<file path="src/hdl/url_form_pair_decoder_macros.svh">
// assertion macros used by the asserting top-level file
`ifndef URL_FORM_PAIR_DECODER_MACROS_SVH
`define URL_FORM_PAIR_DECODER_MACROS_SVH

// same-cycle implication, checked on every clock once reset is released
`define UFPD_ASSERT_IMP(lbl, ante, cons) \
	lbl: assert property (@(posedge clk) disable iff (!arst_n) (ante) |-> (cons)) \
		else $error("ufpd assertion failed");

// next-cycle implication
`define UFPD_ASSERT_NXT(lbl, ante, cons) \
	lbl: assert property (@(posedge clk) disable iff (!arst_n) (ante) |=> (cons)) \
		else $error("ufpd assertion failed");

`endif

</file>
<file path="src/hdl/ufpd_pkg.sv">
`timescale 1ns / 1ps

package ufpd_pkg;

	localparam logic [7:0] CHAR_NUL   = 8'h00;
	localparam logic [7:0] CHAR_PLUS  = 8'h2b;
	localparam logic [7:0] CHAR_PCT   = 8'h25;
	localparam logic [7:0] CHAR_AMP   = 8'h26;
	localparam logic [7:0] CHAR_EQ    = 8'h3d;
	localparam logic [7:0] CHAR_SPACE = 8'h20;

	localparam logic [2:0] KIND_KEY    = 3'd0;
	localparam logic [2:0] KIND_VAL    = 3'd1;
	localparam logic [2:0] KIND_DONE   = 3'd2;
	localparam logic [2:0] KIND_NOPAIR = 3'd3;
	localparam logic [2:0] KIND_OVF    = 3'd4;

	// entries of the command queue between front and back
	localparam int CMD_Q_DEPTH = 2;

	typedef struct packed {
		logic is_end;    // '&' or byte 0, else '='
		logic eq_prior;  // an '=' was seen earlier in the segment
		logic ovf;       // buffer overflowed in this segment
	} ufpd_cmd_t;

endpackage

</file>
<file path="src/hdl/ufpd_ram.sv">
`timescale 1ns / 1ps

module ufpd_ram #(
	parameter int WIDTH = 8,
	parameter int DEPTH = 32,
	localparam int AW = (DEPTH > 1) ? $clog2(DEPTH) : 1
) (
	input  logic             clk,
	input  logic             wr_en,
	input  logic [AW-1:0]    wr_addr,
	input  logic [WIDTH-1:0] wr_data,
	input  logic             rd_en,
	input  logic [AW-1:0]    rd_addr,
	output logic [WIDTH-1:0] rd_data
);

	logic [WIDTH-1:0] mem_q [DEPTH];
	logic [WIDTH-1:0] rd_data_q;

	always_ff @(posedge clk) begin
		if (wr_en) begin
			mem_q[wr_addr] <= wr_data;
		end
		if (rd_en) begin
			rd_data_q <= mem_q[rd_addr];
		end
	end

	assign rd_data = rd_data_q;

endmodule

</file>
<file path="src/hdl/ufpd_fifo.sv">
`timescale 1ns / 1ps

module ufpd_fifo #(
	parameter int WIDTH = 8,
	parameter int DEPTH = 2,
	localparam int PW = (DEPTH > 1) ? $clog2(DEPTH) : 1,
	localparam int NW = $clog2(DEPTH + 1)
) (
	input  logic             clk,
	input  logic             arst_n,
	input  logic             push,
	input  logic [WIDTH-1:0] din,
	output logic             full,
	input  logic             pop,
	output logic [WIDTH-1:0] dout,
	output logic             empty
);

	logic [WIDTH-1:0] mem_q [DEPTH];
	logic [PW-1:0]    wr_ptr_q;
	logic [PW-1:0]    rd_ptr_q;
	logic [NW-1:0]    fill_q;
	logic             do_push;
	logic             do_pop;

	assign full    = (fill_q == NW'(DEPTH));
	assign empty   = (fill_q == '0);
	assign do_push = push && !full;
	assign do_pop  = pop && !empty;
	assign dout    = mem_q[rd_ptr_q];

	always_ff @(posedge clk) begin
		if (do_push) begin
			mem_q[wr_ptr_q] <= din;
		end
	end

	always_ff @(posedge clk or negedge arst_n) begin
		if (!arst_n) begin
			wr_ptr_q <= '0;
			rd_ptr_q <= '0;
			fill_q   <= '0;
		end else begin
			if (do_push) begin
				wr_ptr_q <= (wr_ptr_q == PW'(DEPTH - 1)) ? '0 : PW'(wr_ptr_q + PW'(1));
			end
			if (do_pop) begin
				rd_ptr_q <= (rd_ptr_q == PW'(DEPTH - 1)) ? '0 : PW'(rd_ptr_q + PW'(1));
			end
			if (do_push && !do_pop) begin
				fill_q <= NW'(fill_q + NW'(1));
			end else if (do_pop && !do_push) begin
				fill_q <= NW'(fill_q - NW'(1));
			end
		end
	end

endmodule

</file>
<file path="src/hdl/ufpd_front.sv">
`timescale 1ns / 1ps

module ufpd_front
	import ufpd_pkg::*;
#(
	parameter int BUF_DEPTH = 32,
	localparam int AW = (BUF_DEPTH > 1) ? $clog2(BUF_DEPTH) : 1,
	localparam int CW = $clog2(BUF_DEPTH + 1)
) (
	input  logic          clk,
	input  logic          arst_n,
	input  logic          in_valid,
	output logic          in_ready,
	input  logic [7:0]    in_byte,
	input  logic          busy,
	input  logic          q_full,
	output logic          cmd_push,
	output ufpd_cmd_t     cmd,
	output logic [CW-1:0] cmd_cnt,
	output logic          wr_en,
	output logic [AW-1:0] wr_addr,
	output logic [7:0]    wr_data
);

	logic [CW-1:0] count_q;
	logic          eq_q;
	logic          ovf_q;
	logic          is_eq;
	logic          is_end;
	logic          is_delim;
	logic          has_room;
	logic          acc;

	assign is_eq    = (in_byte == CHAR_EQ);
	assign is_end   = (in_byte == CHAR_AMP) || (in_byte == CHAR_NUL);
	assign is_delim = is_eq || is_end;
	assign has_room = (count_q < CW'(BUF_DEPTH));

	// while the back is busy or commands are queued only delimiters get through
	assign in_ready = busy ? (is_delim && !q_full) : 1'b1;
	assign acc      = in_valid && in_ready;

	assign cmd_push     = acc && is_delim;
	assign cmd.is_end   = is_end;
	assign cmd.eq_prior = eq_q;
	assign cmd.ovf      = ovf_q;
	assign cmd_cnt      = count_q;

	assign wr_en   = acc && !is_delim && has_room;
	assign wr_addr = count_q[AW-1:0];
	assign wr_data = in_byte;

	always_ff @(posedge clk or negedge arst_n) begin
		if (!arst_n) begin
			count_q <= '0;
			eq_q    <= 1'b0;
			ovf_q   <= 1'b0;
		end else if (acc) begin
			if (is_eq) begin
				count_q <= '0;
				eq_q    <= 1'b1;
			end else if (is_end) begin
				count_q <= '0;
				eq_q    <= 1'b0;
				ovf_q   <= 1'b0;
			end else if (has_room) begin
				count_q <= CW'(count_q + CW'(1));
			end else begin
				ovf_q <= 1'b1;
			end
		end
	end

endmodule

</file>
<file path="src/hdl/ufpd_back.sv">
`timescale 1ns / 1ps

module ufpd_back
	import ufpd_pkg::*;
#(
	parameter int BUF_DEPTH = 32,
	localparam int AW = (BUF_DEPTH > 1) ? $clog2(BUF_DEPTH) : 1,
	localparam int CW = $clog2(BUF_DEPTH + 1)
) (
	input  logic          clk,
	input  logic          arst_n,
	input  logic          q_valid,
	input  ufpd_cmd_t     q_cmd,
	input  logic [CW-1:0] q_cnt,
	output logic          q_pop,
	output logic          rd_en,
	output logic [AW-1:0] rd_addr,
	input  logic [7:0]    rd_data,
	output logic          out_valid,
	input  logic          out_ready,
	output logic [7:0]    out_byte,
	output logic [2:0]    kind,
	output logic          last_of_run,
	output logic          idle
);

	localparam logic [2:0] ST_IDLE  = 3'd0;
	localparam logic [2:0] ST_EQCH  = 3'd1;
	localparam logic [2:0] ST_FINK  = 3'd2;
	localparam logic [2:0] ST_READ  = 3'd3;
	localparam logic [2:0] ST_FINV  = 3'd4;
	localparam logic [2:0] ST_MARK  = 3'd5;
	localparam logic [2:0] ST_FLUSH = 3'd6;

	function automatic logic [4:0] hexval(input logic [7:0] c);
		logic [4:0] r;
		r = 5'd0;
		if (c >= 8'h30 && c <= 8'h39) begin
			r = {1'b1, 4'(c - 8'h30)};
		end else if (c >= 8'h61 && c <= 8'h66) begin
			r = {1'b1, 4'(c - 8'h57)};
		end else if (c >= 8'h41 && c <= 8'h46) begin
			r = {1'b1, 4'(c - 8'h37)};
		end
		return r;
	endfunction

	function automatic logic [7:0] decode_pair(input logic [7:0] c1, input logic [7:0] c2);
		logic [4:0] h1;
		logic [4:0] h2;
		logic [7:0] r;
		h1 = hexval(c1);
		h2 = hexval(c2);
		if (!h1[4]) begin
			r = c2;
		end else if (!h2[4]) begin
			r = {4'd0, h1[3:0]};
		end else begin
			r = {h1[3:0], h2[3:0]};
		end
		return r;
	endfunction

	logic [2:0]    state_q;
	ufpd_cmd_t     cmd_q;
	logic [CW-1:0] cnt_q;
	logic [CW-1:0] rd_idx_q;
	logic          rd_v_s1;
	logic [1:0]    phase_q;
	logic [7:0]    first_q;
	logic [2:0]    kind_q;
	logic          hold_v_q;
	logic [7:0]    hold_byte_q;
	logic [2:0]    hold_kind_q;
	logic          out_valid_q;
	logic [7:0]    out_byte_q;
	logic [2:0]    out_kind_q;
	logic          out_last_q;

	logic          advance;
	logic          issue;
	logic [7:0]    dec_c;
	logic          f_v;
	logic [7:0]    f_b;
	logic [1:0]    f_phase;
	logic [7:0]    f_first;
	logic          fin_v;
	logic [7:0]    fin_b;
	logic [7:0]    pair_b;
	logic          cand_v;
	logic [7:0]    cand_b;
	logic [2:0]    cand_kind;
	logic          push_v;

	assign advance = !out_valid_q || out_ready;
	assign q_pop   = (state_q == ST_IDLE) && q_valid;
	assign idle    = (state_q == ST_IDLE);
	assign issue   = advance && (state_q == ST_READ) && (rd_idx_q < cnt_q);
	assign rd_en   = issue;
	assign rd_addr = rd_idx_q[AW-1:0];
	assign dec_c   = (state_q == ST_EQCH) ? CHAR_EQ : rd_data;

	// one character into the escape decoder
	always_comb begin
		f_v     = 1'b0;
		f_b     = dec_c;
		f_phase = phase_q;
		f_first = first_q;
		pair_b  = decode_pair(first_q, dec_c);
		case (phase_q)
			2'd1: begin
				f_first = dec_c;
				f_phase = 2'd2;
			end
			2'd2: begin
				f_b     = pair_b;
				f_v     = (pair_b != 8'd0);
				f_phase = 2'd0;
				f_first = 8'd0;
			end
			default: begin
				if (dec_c == CHAR_PLUS) begin
					f_b = CHAR_SPACE;
					f_v = 1'b1;
				end else if (dec_c == CHAR_PCT) begin
					f_phase = 2'd1;
				end else begin
					f_v = (dec_c != 8'd0);
				end
			end
		endcase
	end

	// close an escape left open at the end of a key or value
	always_comb begin
		fin_v = 1'b0;
		fin_b = decode_pair(first_q, 8'd0);
		case (phase_q)
			2'd1: begin
				fin_v = 1'b1;
				fin_b = CHAR_PCT;
			end
			2'd2: begin
				fin_v = (fin_b != 8'd0);
			end
			default: begin
				fin_v = 1'b0;
			end
		endcase
	end

	always_comb begin
		cand_v    = 1'b0;
		cand_b    = f_b;
		cand_kind = kind_q;
		case (state_q)
			ST_EQCH: begin
				cand_v    = f_v;
				cand_kind = KIND_KEY;
			end
			ST_FINK: begin
				cand_v    = fin_v;
				cand_b    = fin_b;
				cand_kind = KIND_KEY;
			end
			ST_READ: begin
				cand_v = rd_v_s1 && f_v;
			end
			ST_FINV: begin
				cand_v    = fin_v;
				cand_b    = fin_b;
				cand_kind = KIND_VAL;
			end
			ST_MARK: begin
				cand_v = 1'b1;
				cand_b = 8'd0;
				if (!cmd_q.eq_prior) begin
					cand_kind = KIND_NOPAIR;
				end else if (cmd_q.ovf) begin
					cand_kind = KIND_OVF;
				end else begin
					cand_kind = KIND_DONE;
				end
			end
			default: begin
				cand_v = 1'b0;
			end
		endcase
	end

	// the held word goes out once a later one or the end of the run shows whether it is last
	assign push_v = advance && hold_v_q && (cand_v || (state_q == ST_FLUSH));

	always_ff @(posedge clk) begin
		if (q_pop) begin
			cmd_q <= q_cmd;
			cnt_q <= q_cnt;
		end
		if (advance && cand_v) begin
			hold_byte_q <= cand_b;
			hold_kind_q <= cand_kind;
		end
		if (push_v) begin
			out_byte_q <= hold_byte_q;
			out_kind_q <= hold_kind_q;
			out_last_q <= (state_q == ST_FLUSH);
		end
	end

	always_ff @(posedge clk or negedge arst_n) begin
		if (!arst_n) begin
			state_q     <= ST_IDLE;
			rd_idx_q    <= '0;
			rd_v_s1     <= 1'b0;
			phase_q     <= 2'd0;
			first_q     <= 8'd0;
			kind_q      <= KIND_KEY;
			hold_v_q    <= 1'b0;
			out_valid_q <= 1'b0;
		end else begin
			if (push_v) begin
				out_valid_q <= 1'b1;
			end else if (out_ready) begin
				out_valid_q <= 1'b0;
			end
			if (advance && cand_v) begin
				hold_v_q <= 1'b1;
			end else if (advance && state_q == ST_FLUSH) begin
				hold_v_q <= 1'b0;
			end
			case (state_q)
				ST_IDLE: begin
					if (q_valid) begin
						rd_idx_q <= '0;
						rd_v_s1  <= 1'b0;
						kind_q   <= KIND_KEY;
						if (!q_cmd.is_end) begin
							state_q <= q_cmd.eq_prior ? ST_EQCH : ST_READ;
						end else begin
							state_q <= q_cmd.eq_prior ? ST_FINK : ST_MARK;
						end
					end
				end
				ST_EQCH: begin
					if (advance) begin
						phase_q <= f_phase;
						first_q <= f_first;
						state_q <= ST_READ;
					end
				end
				ST_FINK: begin
					if (advance) begin
						phase_q <= 2'd0;
						first_q <= 8'd0;
						kind_q  <= KIND_VAL;
						state_q <= ST_READ;
					end
				end
				ST_READ: begin
					if (advance) begin
						rd_v_s1 <= issue;
						if (issue) begin
							rd_idx_q <= CW'(rd_idx_q + CW'(1));
						end
						if (rd_v_s1) begin
							phase_q <= f_phase;
							first_q <= f_first;
						end
						if (!issue && !rd_v_s1) begin
							state_q <= cmd_q.is_end ? ST_FINV : ST_FLUSH;
						end
					end
				end
				ST_FINV: begin
					if (advance) begin
						phase_q <= 2'd0;
						first_q <= 8'd0;
						state_q <= ST_MARK;
					end
				end
				ST_MARK: begin
					if (advance) begin
						phase_q <= 2'd0;
						first_q <= 8'd0;
						state_q <= ST_FLUSH;
					end
				end
				ST_FLUSH: begin
					if (advance) begin
						state_q <= ST_IDLE;
					end
				end
				default: begin
					state_q <= ST_IDLE;
				end
			endcase
		end
	end

	assign out_valid   = out_valid_q;
	assign out_byte    = out_byte_q;
	assign kind        = out_kind_q;
	assign last_of_run = out_last_q;

endmodule

</file>
<file path="src/hdl/url_form_pair_decoder.sv">
`timescale 1ns / 1ps
// url_form_pair_decoder: splits query-string text into un-escaped key and value words
// input channel (in_valid/in_ready/in_byte): one raw text byte per word
// output channel (out_valid/out_ready/out_byte/kind/last_of_run): decoded words and
//   segment markers; last_of_run flags the final word caused by one input byte
// plain bytes (one per cycle while not busy) fill the segment buffer, give no output
// '=' and '&' (or byte 0) go into a two-entry command queue; the back end then
//   reads the buffer through the registered memory port at one byte per cycle while
//   the receiver does not stall, and sends at most one word per cycle
// a delimiter keeps the back end busy through the queue pop, the buffer reads, the
//   escape close, the marker and the held last word; its last word is offered as
//   the back end goes idle
// while commands are queued or the back end is busy, only delimiters are taken, and
//   only while the command queue has room; plain bytes wait until both are done
// a stalled receiver freezes the back end in place; the front end keeps taking
//   words until the rules above stop it
// reset clears all control state at once; buffer contents stay undefined and are
//   never read before they are written, so there is no clearing pass

`include "url_form_pair_decoder_macros.svh"

module url_form_pair_decoder
	import ufpd_pkg::*;
#(
	parameter int BUF_DEPTH = 32
) (
	input  logic       clk,
	input  logic       arst_n,
	input  logic       in_valid,
	output logic       in_ready,
	input  logic [7:0] in_byte,
	output logic       out_valid,
	input  logic       out_ready,
	output logic [7:0] out_byte,
	output logic [2:0] kind,
	output logic       last_of_run
);

	localparam int AW    = (BUF_DEPTH > 1) ? $clog2(BUF_DEPTH) : 1;
	localparam int CW    = $clog2(BUF_DEPTH + 1);
	localparam int CMD_W = $bits(ufpd_cmd_t) + CW;

	logic             busy;
	logic             q_full;
	logic             q_empty;
	logic             q_push;
	logic             q_pop;
	ufpd_cmd_t        f_cmd;
	logic [CW-1:0]    f_cnt;
	logic [CMD_W-1:0] q_din;
	logic [CMD_W-1:0] q_dout;
	ufpd_cmd_t        q_cmd;
	logic [CW-1:0]    q_cnt;
	logic             back_idle;
	logic             ram_wr_en;
	logic [AW-1:0]    ram_wr_addr;
	logic [7:0]       ram_wr_data;
	logic             ram_rd_en;
	logic [AW-1:0]    ram_rd_addr;
	logic [7:0]       ram_rd_data;

	assign busy  = !q_empty || !back_idle;
	assign q_din = {f_cmd, f_cnt};
	assign q_cmd = ufpd_cmd_t'(q_dout[CMD_W-1:CW]);
	assign q_cnt = q_dout[CW-1:0];

	ufpd_front #(
		.BUF_DEPTH(BUF_DEPTH)
	) u_front (
		.clk     (clk),
		.arst_n  (arst_n),
		.in_valid(in_valid),
		.in_ready(in_ready),
		.in_byte (in_byte),
		.busy    (busy),
		.q_full  (q_full),
		.cmd_push(q_push),
		.cmd     (f_cmd),
		.cmd_cnt (f_cnt),
		.wr_en   (ram_wr_en),
		.wr_addr (ram_wr_addr),
		.wr_data (ram_wr_data)
	);

	ufpd_fifo #(
		.WIDTH(CMD_W),
		.DEPTH(CMD_Q_DEPTH)
	) u_cmd_q (
		.clk   (clk),
		.arst_n(arst_n),
		.push  (q_push),
		.din   (q_din),
		.full  (q_full),
		.pop   (q_pop),
		.dout  (q_dout),
		.empty (q_empty)
	);

	ufpd_ram #(
		.WIDTH(8),
		.DEPTH(BUF_DEPTH)
	) u_buf (
		.clk    (clk),
		.wr_en  (ram_wr_en),
		.wr_addr(ram_wr_addr),
		.wr_data(ram_wr_data),
		.rd_en  (ram_rd_en),
		.rd_addr(ram_rd_addr),
		.rd_data(ram_rd_data)
	);

	ufpd_back #(
		.BUF_DEPTH(BUF_DEPTH)
	) u_back (
		.clk        (clk),
		.arst_n     (arst_n),
		.q_valid    (!q_empty),
		.q_cmd      (q_cmd),
		.q_cnt      (q_cnt),
		.q_pop      (q_pop),
		.rd_en      (ram_rd_en),
		.rd_addr    (ram_rd_addr),
		.rd_data    (ram_rd_data),
		.out_valid  (out_valid),
		.out_ready  (out_ready),
		.out_byte   (out_byte),
		.kind       (kind),
		.last_of_run(last_of_run),
		.idle       (back_idle)
	);

	// markers close a run and carry no byte
	`UFPD_ASSERT_IMP(a_marker_last, out_valid && (kind == KIND_DONE || kind == KIND_NOPAIR || kind == KIND_OVF), last_of_run && out_byte == 8'd0)
	// the buffer is never written while queued or running commands still read it
	`UFPD_ASSERT_IMP(a_no_write_busy, ram_wr_en, q_empty && back_idle)
	// a popped command always starts the back end
	`UFPD_ASSERT_NXT(a_pop_starts, q_pop, !back_idle)

endmodule

</file>
<file path="config.mk">
export PLATFORM = sky130hd
export DESIGN_NAME = url_form_pair_decoder
export DESIGN_NICKNAME = d
export VERILOG_FILES = /design/src/hdl/ufpd_pkg.sv /design/src/hdl/ufpd_ram.sv /design/src/hdl/ufpd_fifo.sv /design/src/hdl/ufpd_front.sv /design/src/hdl/ufpd_back.sv /design/src/hdl/url_form_pair_decoder.sv
export VERILOG_INCLUDE_DIRS = /design/src /design/src/hdl
export SDC_FILE = /design/constraint.sdc
export NUM_CORES = 1
export LEC_CHECK = 0
export BUFFER_PORTS_ARGS = -buffer_cell sky130_fd_sc_hd__buf_2
export CORE_MARGIN = 2
export CORE_UTILIZATION = 35
export CTS_BUF_LIST = sky130_fd_sc_hd__clkbuf_2
export CTS_CLUSTER_DIAMETER = 200
export DETAILED_ROUTE_END_ITERATION = 7
export GPL_ROUTABILITY_DRIVEN = 0
export GPL_TIMING_DRIVEN = 0
export PLACE_DENSITY = 0.48
export SYNTH_ARGS = -nofsm -noshare
export SYNTH_HDL_FRONTEND = slang
export SYNTH_SLANG_ARGS = --single-unit
</file>
<file path="constraint.sdc">
create_clock -name clk -period 4.5 [get_ports clk]
set_clock_uncertainty 0.2 [all_clocks]
set_input_delay 1.125 -clock clk [delete_from_list [all_inputs] [get_ports clk]]
set_output_delay 1.125 -clock clk [all_outputs]
set_load 0.005 [all_outputs]
</file>
==> summary.md <==
| Metric | Value |
|---|---|
| Drc violations | `0` |
| Hold Buf Count CTS | `0` |
| Critical Path RT | `approximately 5 ns` |
| Final Slew Violations | `0` |
| RSZ-0062 raised after global routing | `no` |
| Port Buf Inserts | `25` |
| Layout cell share with drive strength beyond 1 | `between 20% and 30%` |
| Worst Hold Class | `in -> async` |
| CTS root buffer | `clkbuf_2` |
| CP max FO | `12` |
| Cts bufs inserted | `93` |
| Placed Cells incl. Taps | `1450` |
| Register bit total from synthesis | `349` |
| TritonCTS clock tree | `done` |
| CP endpoint kind | `flop` |
| Met3 wire length | `1.387 mm` |
| Vias | `8260` |
| Final Routed Wirelength | `34.16 mm` |
| Detailed-route wire length per cell | `21.12 µm` |
| Initial Util | `35.51%` |
| Pin count of the biggest net entering global routing | `36` |
| Post-synthesis cell count | `886` |
| ANT nets after route | `0` |
| Post-Syn Area per Cell | `roughly 17 µm²` |
| Layout Cells excl Fill | `1617` |
| Asr flop ratio synth | `10.03%` |
| Sink Count | `approximately 350` |
| Synth top area share | `63.17%` |
| CTS Buffer Depth | `3` |
| GRT Total Usage | `between 15 and 20%` |
| Die area | `0.04432 mm²` |
| Slew @ Worst Pin | `0.9872 ns` |
| Final setup violation count | `0` |
| Outcome | `completed` |
| Max Fclk | `~0.23 GHz` |
| Syn nets | `around 920` |
| Met1 WL | `15.68 mm` |
| Final Hold Vio Count | `0` |
| Max Used Layer | `met4` |
| Seq/Total Area, Yosys | `69.04%` |
| Final setup TNS | `0 ns` |
| DR vias/cell | `5.108` |
| Detail Placement HPWL | `between 20 and 25 mm` |
| Top post-synthesis cells by area | `edfxtp_1 (63%), mux4_2 (12%), dfrtp_1 (5.9%)` |
| Core ar. | `0.04204 mm²` |
| Number of I/O pins | `26` |
| Worst-skew pair later-pin latency | `0.97 ns` |
| Std-Cell Rows | `75` |
| Library cells used by synthesis | `70` |
| Peak supply drop | `0.0002229 V` |
| 1st-iter DRT viols | `526` |
| Pleak | `5.617 nW` |
| Max-Cap Viols | `0` |
| Synth Cell Area | `0.01493 mm²` |
| P&R area growth vs syn | `11.28%` |
| Initial antenna violation count | `2` |
| Final nets | `1044` |
| Metal2 WL | `16.27 mm` |
| Power Density | `549.2 mW/mm²` |
| First-pass GRT wire length | `around 53 mm` |
| H-tree depth | `3` |
| Final period util | `94.65%` |
| Chip height | `210.5 µm` |
| Total grt overflow | `0` |
| Drt pass-1 iters | `5` |
| Die width | `210.5 µm` |
| Slew margin rel. | `34.19%` |
| CP startpoint kind | `flop` |
| Total number of yosys warnings | `0` |
| Crit Path Class | `reg -> reg` |
| Vias in the first global route | `8643` |
| EDFF count, synth | `314` |
| CP arrival | `4.63 ns` |
| Synth Flop Type | `edfxtp_1` |
| Dominant cell type by area after synthesis | `edfxtp_1` |
| Period minus WS final | `4.259 ns` |
| CTS clk-pin slew, worst paths | `0.11 ns` |
## power by group
group | internal, mW | switching, mW | total, mW
Sequential | 3.92 | 0.163 | 4.08
Combinational | 1.15 | 1.68 | 2.82
Clock | 0.924 | 1.29 | 2.22
Total | 5.99 | 3.13 | 9.12
## critical path, cell delays in order (launching register included)
cell and delay, ns:
dfrtp_1 0.37, clkbuf_1 0.23, nor2b_1 0.26, nand2_1 0.30, nand2_2 0.29, ha_1 0.25
o21bai_1 0.13, a2111oi_4 0.55, inv_2 0.07, a21o_1 0.25, a221o_2 0.41, nand4_2 0.12
o31ai_4 0.12, o22ai_4 0.37
## layout make-up
cell class / count / area [µm²]
fillers: 3927 / 25430
flip-flops and latches: 349 / 10300
multi-input cells: 467 / 4355
clock buffers: 136 / 680.7
well taps: 539 / 674.4
plain buffers: 40 / 172.7
clock inverters: 27 / 170.2
repair buffers: 26 / 132.6
inverters: 30 / 112.6
diodes: 3 / 7.507
## synth_stat cells, drive strengths merged, types with 2 or more instances
cell type and count:
o21bai 2, dfrtp 35, nand2 45, and3 4, o22ai 5, a21o 6
a21oi 35, buf 19, a22oi 2, or3 2, and2 3, xnor2 6
o2111ai 3, a31o 2, ha 25, nand4 5, inv 30, mux4 80
clkbuf 21, nand3b 3, mux2i 7, nor2b 14, o21a 3, nor2 76
o31ai 4, o22a 3, edfxtp 314, xor2 5, o21ai 35, mux2 16
and4b 2, nand2b 10, a31oi 8, nand3 16, a2111oi 2, a221oi 3
nor3 7, nor4 4, nor3b 2, o31a 3, o211ai 5
## through the flow
step | setup slack, ns | utilization [%] | hold WS, ns | instance area (µm²) | power (mW)
5_1_grt | 0.02079 | 39.51 | 0.03104 | 16610 | 9.712
4_1_cts | 0.02141 | 39.46 | 0.03107 | 16590 | 9.268
3_3_place_gp | -0.4018 | 37.41 | 0.2004 | 15730 | 6.985
6_report | 0.2408 | 39.51 | 0.1019 | 16610 | 9.122
2_1_floorplan | 0.7256 | - | 0.2003 | 14930 | 6.059
3_5_place_dp | -0.4702 | 37.41 | 0.2045 | 15730 | 6.989
## flip-flops by register name, summed over array words and instances, names as in the netlist, 2 cells and up
signal / cells
u_back.cmd_q: 3
u_back.cnt_q: 6
u_back.first_q: 8
u_back.hold_byte_q: 8
u_back.hold_kind_q: 3
u_back.kind: 3
u_back.out_byte: 8
u_back.phase_q: 2
u_back.rd_idx_q: 6
u_back.state_q: 3
u_buf.mem_q: 256
u_buf.rd_data: 8
u_cmd_q.fill_q: 2
u_cmd_q.mem_q: 18
u_front.cmd_cnt: 6
## layer usage
metal  vias to the layer above  GRT usage, %
met5                         -             0
met4                         0         5.780
met2                       198         25.80
met1                      4176         21.42
met3                        64         3.546
li1                       3822             -
## cells by family (layout without fill, tap and decap cells)
group,after synthesis,after routing,share of synthesized area (%)
buffers and inverters,70,259,1.911
xor gates and xnor gates,11,11,0.6454
adders and majority gates,25,25,2.096
muxes,103,103,13.83
AOI/OAI and AO/OA,130,130,5.968
and+or+nand+nor,198,198,6.513
other,0,3,0
DFF,349,349,69.04
## layout by cell type (no fill, tap or decap), drive strengths merged, types with 5 or more instances in the layout
cell type / count
a31oi: 8
nor2b: 14
clkinv: 22
mux2: 16
nand4: 5
inv: 32
a21oi: 35
nor2: 76
ha: 25
clkbuf: 157
dfrtp: 35
xnor2: 6
o211ai: 5
buf: 45
a21o: 6
o21ai: 35
o22ai: 5
mux4: 80
mux2i: 7
nand2: 45
nand3: 16
nand2b: 10
nor3: 7
xor2: 5
edfxtp: 314
## timing repair
action / CTS / global route
buffers inserted: 0 / 1
endpoints found under the setup margin: 16 / 23
resized for setup: 2 / 2
pin swaps: 0 / 1
## final timing paths
| kind | from | to | slack (ns) | cells past startpoint |
|---|---|---|---|---|
| hold / removal | arst_n | u_back.rd_v_s1$_DFFE_PN0P_ | 0.10 | 1 |
| setup / recovery | u_back.state_q[1]$_DFFE_PN0P_ | u_back.out_byte[4]$_DFFE_PP_ | 0.24 | 13 |
| hold reg to reg | u_back.hold_byte_q[6]$_DFFE_PP_ | u_back.out_byte[6]$_DFFE_PP_ | 0.21 | 0 |
| max in group asynchronous | arst_n | u_cmd_q.rd_ptr_q$_DFFE_PN0P_ | 3.36 | 1 |
| setup reg to reg | u_back.state_q[1]$_DFFE_PN0P_ | u_back.out_byte[4]$_DFFE_PP_ | 0.24 | 13 |
| min in group clk | u_back.hold_byte_q[6]$_DFFE_PP_ | u_back.out_byte[6]$_DFFE_PP_ | 0.21 | 0 |
Power figures use the tool's default switching activity.
